File: src/hdl/timestamp_string_parser_core_macros.svh
// assertion macros for the timestamp string parser
// expects clk and rst_n in the scope of the module that uses them
`ifndef TIMESTAMP_STRING_PARSER_CORE_MACROS_SVH
`define TIMESTAMP_STRING_PARSER_CORE_MACROS_SVH

// same-cycle implication
`define TSP_ASSERT_NOW(lbl, ante, cons, msg) \
  lbl: assert property (@(posedge clk) disable iff (!rst_n) (ante) |-> (cons)) else $error(msg);

// next-cycle implication
`define TSP_ASSERT_NEXT(lbl, ante, cons, msg) \
  lbl: assert property (@(posedge clk) disable iff (!rst_n) (ante) |=> (cons)) else $error(msg);

`endif

File: src/hdl/tsp_pkg.sv
// package for the timestamp string parser: field widths, codes and characters
// no dependencies
`timescale 1ns / 1ps

package tsp_pkg;

  localparam int unsigned CHAR_W   = 8;
  localparam int unsigned PACKED_W = 32;
  localparam int unsigned YEAR_W   = 12;
  localparam int unsigned MONTH_W  = 4;
  localparam int unsigned DAY_W    = 5;
  localparam int unsigned HOUR_W   = 5;
  localparam int unsigned MINUTE_W = 6;
  localparam int unsigned DIGIT_W  = 4;

  localparam logic [CHAR_W-1:0] CHR_ZERO = 8'h30;
  localparam logic [CHAR_W-1:0] CHR_NINE = 8'h39;

  localparam logic [YEAR_W-1:0]   YEAR_MAX   = '1;
  localparam logic [MONTH_W-1:0]  MONTH_MAX  = '1;
  localparam logic [DAY_W-1:0]    DAY_MAX    = '1;
  localparam logic [HOUR_W-1:0]   HOUR_MAX   = '1;
  localparam logic [MINUTE_W-1:0] MINUTE_MAX = '1;

  localparam logic UPPER_MODE_RST = 1'b0;

  typedef enum logic [2:0] {
    FLD_YEAR,
    FLD_MONTH,
    FLD_DAY,
    FLD_HOUR,
    FLD_MINUTE,
    FLD_DONE
  } field_t;

endpackage

File: src/hdl/timestamp_string_parser_core.sv
// timestamp string parser: one string byte per beat in, one packed timestamp per string out
// depends on tsp_pkg and timestamp_string_parser_core_macros.svh
// result path: a final byte accepted into the input register raises out_valid from the result register
// throughput: one byte per cycle, held back only while a finished result waits
// at the output register and the byte in the input register is a final byte
// reset: synchronous active-low rst_n clears parse state, upper_mode and both valid flags
`timescale 1ns / 1ps

module timestamp_string_parser_core (
  input  logic                         clk,
  input  logic                         rst_n,
  input  logic                         cfg_valid,
  output logic                         cfg_ready,
  input  logic                         cfg_upper_mode,
  input  logic                         in_valid,
  output logic                         in_ready,
  input  logic [tsp_pkg::CHAR_W-1:0]   in_char_byte,
  input  logic                         in_last_byte,
  output logic                         out_valid,
  input  logic                         out_ready,
  output logic [tsp_pkg::PACKED_W-1:0] out_packed_time
);

  import tsp_pkg::*;

  logic                  upper_mode_r;
  logic                  in_vld_r;
  logic [CHAR_W-1:0]     char_r;
  logic                  last_r;
  logic                  out_vld_r;
  logic [PACKED_W-1:0]   packed_r;

  logic [YEAR_W-1:0]     year_acc_r,   year_acc_nxt;
  logic [MONTH_W-1:0]    month_acc_r,  month_acc_nxt;
  logic [DAY_W-1:0]      day_acc_r,    day_acc_nxt;
  logic [HOUR_W-1:0]     hour_acc_r,   hour_acc_nxt;
  logic [MINUTE_W-1:0]   minute_acc_r, minute_acc_nxt;
  field_t                field_idx_r,  field_idx_nxt;

  logic                  proceed;
  logic                  is_digit;
  logic [DIGIT_W-1:0]    digit;
  logic [PACKED_W-1:0]   packed_nxt;

  assign cfg_ready       = 1'b1;
  assign proceed         = in_vld_r && (!last_r || !out_vld_r || out_ready);
  assign in_ready        = !in_vld_r || proceed;
  assign out_valid       = out_vld_r;
  assign out_packed_time = packed_r;

  always_ff @(posedge clk) begin
    if (!rst_n) begin
      upper_mode_r <= UPPER_MODE_RST;
    end else if (cfg_valid && cfg_ready) begin
      upper_mode_r <= cfg_upper_mode;
    end
  end

  // input register
  always_ff @(posedge clk) begin
    if (!rst_n) begin
      in_vld_r <= 1'b0;
    end else if (in_ready) begin
      in_vld_r <= in_valid;
    end
  end

  always_ff @(posedge clk) begin
    if (in_valid && in_ready) begin
      char_r <= in_char_byte;
      last_r <= in_last_byte;
    end
  end

  // field accumulation and packing
  always_comb begin
    is_digit       = char_r inside {[CHR_ZERO:CHR_NINE]};
    digit          = DIGIT_W'(char_r - CHR_ZERO);
    year_acc_nxt   = year_acc_r;
    month_acc_nxt  = month_acc_r;
    day_acc_nxt    = day_acc_r;
    hour_acc_nxt   = hour_acc_r;
    minute_acc_nxt = minute_acc_r;
    field_idx_nxt  = field_idx_r;
    if (field_idx_r != FLD_DONE && !is_digit) begin
      field_idx_nxt = field_t'(field_idx_r + 3'd1);
    end else if (is_digit) begin
      case (field_idx_r)
        FLD_YEAR: begin
          year_acc_nxt = YEAR_W'(year_acc_r * YEAR_W'(10) + YEAR_W'(digit));
        end
        FLD_MONTH: begin
          month_acc_nxt = MONTH_W'(month_acc_r * MONTH_W'(10) + MONTH_W'(digit));
        end
        FLD_DAY: begin
          day_acc_nxt = DAY_W'(day_acc_r * DAY_W'(10) + DAY_W'(digit));
        end
        FLD_HOUR: begin
          hour_acc_nxt = HOUR_W'(hour_acc_r * HOUR_W'(10) + HOUR_W'(digit));
        end
        FLD_MINUTE: begin
          minute_acc_nxt = MINUTE_W'(minute_acc_r * MINUTE_W'(10) + MINUTE_W'(digit));
        end
        default: begin
        end
      endcase
    end
    packed_nxt = {
      (upper_mode_r && field_idx_nxt < FLD_YEAR)   ? YEAR_MAX   : year_acc_nxt,
      (upper_mode_r && field_idx_nxt < FLD_MONTH)  ? MONTH_MAX  : month_acc_nxt,
      (upper_mode_r && field_idx_nxt < FLD_DAY)    ? DAY_MAX    : day_acc_nxt,
      (upper_mode_r && field_idx_nxt < FLD_HOUR)   ? HOUR_MAX   : hour_acc_nxt,
      (upper_mode_r && field_idx_nxt < FLD_MINUTE) ? MINUTE_MAX : minute_acc_nxt
    };
  end

  // parse state, cleared at string end
  always_ff @(posedge clk) begin
    if (!rst_n) begin
      year_acc_r   <= '0;
      month_acc_r  <= '0;
      day_acc_r    <= '0;
      hour_acc_r   <= '0;
      minute_acc_r <= '0;
      field_idx_r  <= FLD_YEAR;
    end else if (proceed) begin
      if (last_r) begin
        year_acc_r   <= '0;
        month_acc_r  <= '0;
        day_acc_r    <= '0;
        hour_acc_r   <= '0;
        minute_acc_r <= '0;
        field_idx_r  <= FLD_YEAR;
      end else begin
        year_acc_r   <= year_acc_nxt;
        month_acc_r  <= month_acc_nxt;
        day_acc_r    <= day_acc_nxt;
        hour_acc_r   <= hour_acc_nxt;
        minute_acc_r <= minute_acc_nxt;
        field_idx_r  <= field_idx_nxt;
      end
    end
  end

  // result register
  always_ff @(posedge clk) begin
    if (!rst_n) begin
      out_vld_r <= 1'b0;
    end else if (proceed && last_r) begin
      out_vld_r <= 1'b1;
    end else if (out_ready) begin
      out_vld_r <= 1'b0;
    end
  end

  always_ff @(posedge clk) begin
    if (proceed && last_r) begin
      packed_r <= packed_nxt;
    end
  end

  `include "timestamp_string_parser_core_macros.svh"

  `TSP_ASSERT_NEXT(a_clear_after_last, proceed && last_r, field_idx_r == FLD_YEAR && year_acc_r == '0 && minute_acc_r == '0, "parse state not cleared after final beat")
  `TSP_ASSERT_NEXT(a_result_only_from_last, !out_vld_r && !(in_vld_r && last_r), !out_vld_r, "result raised without a final beat")
  `TSP_ASSERT_NEXT(a_done_holds_accs, proceed && !last_r && field_idx_r == FLD_DONE, field_idx_r == FLD_DONE && $stable(year_acc_r) && $stable(minute_acc_r), "accumulators moved after all fields closed")

endmodule

File: config.mk
export PLATFORM = sky130hd
export DESIGN_NAME = timestamp_string_parser_core
export DESIGN_NICKNAME = d
export VERILOG_FILES = /design/src/hdl/tsp_pkg.sv /design/src/hdl/timestamp_string_parser_core.sv
export VERILOG_INCLUDE_DIRS = /design/src /design/src/hdl
export SDC_FILE = /design/constraint.sdc
export NUM_CORES = 1
export LEC_CHECK = 0
export ABC_AREA = 1
export CORE_MARGIN = 1.5
export CORE_UTILIZATION = 55
export CTS_CLUSTER_SIZE = 16
export DETAILED_ROUTE_END_ITERATION = 12
export DONT_BUFFER_PORTS = 1
export PLACE_DENSITY_LB_ADDON = 0.25
export SKIP_LAST_GASP = 1
export SLEW_MARGIN = 20
export SYNTH_ARGS = -nofsm -noshare
export SYNTH_HDL_FRONTEND = slang
export SYNTH_SLANG_ARGS = --single-unit
File: constraint.sdc
create_clock -name clk -period 2.6 [get_ports clk]
set_clock_uncertainty 0.1 [all_clocks]
set_input_delay 0.39 -clock clk [delete_from_list [all_inputs] [get_ports clk]]
set_output_delay 0.39 -clock clk [all_outputs]
set_load 0.02 [all_outputs]
==> summary.log <==
qor: layout.area.growth.synth_to_final 8.84%
qor: clock_network.clk_pin_slew 0.08 ns
qor: drt.post_drt_via_cell_ratio 5.14
qor: worst_setup_path.worst-path-max-fanout 3
qor: layout.finalNonFillerCells 659
qor: timing.whs 0.0240 ns
qor: yosys.syn-instance-count 538
qor: floorplan.floorplan.initialDensity 56.8%
qor: worst_setup_path.worstSetupPathType flip-flop to flip-flop
qor: timing.max_freq 0.400 GHz
qor: pwr.power.ir.vdd_worst 441 uV
qor: drt.routed-via-count 3389
qor: placement.placedCellCount 641
qor: yosys.ys_ff_latch 79
qor: global_route.antenna_found_initial 0
qor: timing.setup_slack 0.103 ns
qor: floorplan.fp.dieArea 9000 um2
qor: job.drv_cap 0
qor: yosys.ys_async_sr_fraction 0%
qor: floorplan.die_w 94.9 um
qor: floorplan.core 8180 um2
qor: clock_network.clk_latency 0.35 ns
qor: clock_network.clock-sinks 79
qor: clock_network.hold_buffers 0
qor: clock_network.tritoncts yes
qor: timing.slew-limit-headroom 65.4%
qor: global_route.grt_start_max_net_pins 36
qor: yosys.top_area_cell_type_share_of_the_netlist_area 26.5%
qor: worst_setup_path.worst_setup_path_startpoint year_acc_r[1]
qor: floorplan.ios 50
qor: timing.finalSetupViolCount 0
qor: global_route.grt_pass1_wl 15600 um
qor: clock_network.cts.path.max_buffers 2
qor: placement.placedInstanceArea 4780 um2
qor: clock_network.tritoncts_buffer_count 9
qor: timing.post_layout_minimum_cycle_time 2.50 ns
qor: timing.tns 0 ns
qor: worst_setup_path.arrival 2.50 ns
qor: layout.stdcell_area 5050 um2
qor: placement.buffers_on_ports 0
qor: hold_path.timing.hold.worst.class input port to flip-flop
qor: yosys.ys_seq_area_share 42.9%
qor: floorplan.die_h 94.9 um
qor: clock_network.cts-root-buf clkbuf_8
qor: drt.postRouteAntennaNets 0
qor: yosys.yosysWarnings 0
qor: floorplan.count_of_standard_cell_rows 33
qor: layout.nets 609
qor: worst_setup_path.r2r_start year_acc_r[1]
qor: timing.grt_setup_unrepaired true
qor: drt.routed_wl 9090 um
qor: layout.drive_above_1_share 11.4%
qor: yosys.synth_area 4640 um2
qor: hold_path.min_from cfg_valid
qor: yosys.ys_dominant_reg_cell edfxtp_1
qor: pwr.total_design_power 2.38 mW
qor: yosys.yosys.cell_count.top_type nand2_1
qor: placement.globalplace.congestion 0.863
qor: global_route.vias_in_the_first_global_route 3270
qor: pwr.power.leakage 2.32 nW
qor: layout.post-route-util 61.8%
qor: yosys.synth_enable_flop_cells 41
qor: status.outcome finished clean
qor: timing.final_max_slew_viol_count 0
qor: pwr.power_density_normalized_to_cell_area 471 nW/um2
qor: yosys.ys_top_cells_by_count nand2_1, inv_1, a21oi_1
qor: clock_network.ctsHtreeMaxLevel 3
qor: layout.n_antenna_cell 0
qor: timing.finalCritPeriodShare 96.0%
qor: yosys.yosysUniqueCellTypes 38
qor: placement.post_detailed_placement_half_perimeter_wirelength 6520 um
qor: placement.place_ws -0.0162 ns
qor: worst_setup_path.start_kind flip-flop
qor: worst_setup_path.regToRegSetupSlack 0.10 ns
qor: worst_setup_path.critPathRequiredTime 2.61 ns
qor: yosys.syn_area_per_cell 8.63 um2
qor: drt.remaining_drc_errors 0
qor: drt.first_iter_violations 268
qor: global_route.grtUsageTotal 22.8%
qor: yosys.post_synth_main_area_contributors edfxtp_1, dfxtp_1, nand2_1
qor: drt.routedWlPerCell 13.8 um
qor: yosys.post-synth-top-area-cell edfxtp_1
qor: drt.tritonroute_pass_1_iters 4
qor: timing.tightestPinTransition 0.519 ns
qor: worst_setup_path.kind_of_end_point_of_the_critical_path flip-flop
qor: global_route.overflow 0
qor: timing.hold_viol 0
qor: yosys.synth_fp_nets 597
-- path summary, 6_finish.rpt --
check | end | cells past startpoint
max reg2reg | out_packed_time[30] | 14
min | upper_mode_r | 1
min reg2reg | day_acc_r[4] | 2
max | out_packed_time[30] | 14
-- critical path, stage by stage (launching register included) --
cell and delay [ns]:
dfxtp_2 0.35, ha_4 0.25, ha_4 0.17, fa_2 0.57, nand2_1 0.06, inv_1 0.06
nand4_1 0.09, nand2_2 0.11, nand3_4 0.10, nor2_4 0.10, nand2_1 0.06, nand2_1 0.07
nand3_2 0.07, nand2_1 0.06, inv_1 0.04
-- cell usage in the layout (no fill, tap or decap), types with 3 or more instances in the layout --
cell type	n
dfxtp_2	3
nor2_4	8
o21a_1	5
o21ai_2	3
inv_1	74
dfxtp_1	35
ha_1	36
nand4_1	6
o21ai_0	8
a21oi_1	46
xor2_1	10
buf_4	12
nand2_2	3
fa_1	5
nand3_2	4
inv_2	4
nand3_1	10
edfxtp_1	41
o21ai_1	4
nand2_1	162
mux2i_1	13
xnor2_1	10
a21oi_2	3
nor2_1	13
clkbuf_8	9
-- report_power, final --
group	switching (mW)	internal, mW	total [mW]	leakage [nW]
Clock	0.450	0.440	0.891	0.0888
Sequential	0.0324	1.34	1.37	0.723
Combinational	0.0887	0.0343	0.123	1.51
-- final cells by class --
type,instances,area [um2]
clock buffers,10,128
clock inverters,5,58.8
fillers,702,3120
inverters,79,297
multi-input cells,369,2350
flip-flops and latches,79,2000
well taps,105,131
repair buffers,12,90.1
-- per-layer routing --
| metal | routed length, um | track usage [%] | up-vias |
|---|---|---|---|
| met3 | 404 | 5.56 | 9 |
| met5 | 0 | 0 | - |
| met4 | 112 | 7.09 | 0 |
| li1 | - | - | 1753 |
| met2 | 4150 | 35.8 | 66 |
| met1 | 4420 | 31.1 | 1561 |
-- cell families after synthesis --
logic type / count (synthesis) / synth area share (%)
buffers and inverters: 90 / 7.60
AO/OA/AOI/OAI: 75 / 9.41
flip-flops: 79 / 42.9
other: 1 / 0.0808
XOR/XNOR: 21 / 4.12
AND/OR/NAND/NOR: 215 / 20.2
adder cells (fa/ha/maj): 44 / 12.8
multiplexers: 13 / 2.80
-- timing repair --
item | 4_1_cts | 5_1_grt
setup buffers | 0 | 3
endpoints found under the hold margin | 0 | 0
gates resized for setup | 3 | 10
pin swaps | 2 | 4
setup endpoints to repair | 1 | 8
-- registers in the layout, summed over array words and instances, names as in the netlist --
name             flops
last_r               1
month_acc_r          4
year_acc_r          12
out_packed_time     32
field_idx_r          3
out_valid            1
minute_acc_r         6
in_vld_r             1
hour_acc_r           5
upper_mode_r         1
char_r               8
day_acc_r            5
Note: power is estimated with default switching activity, not from simulation.
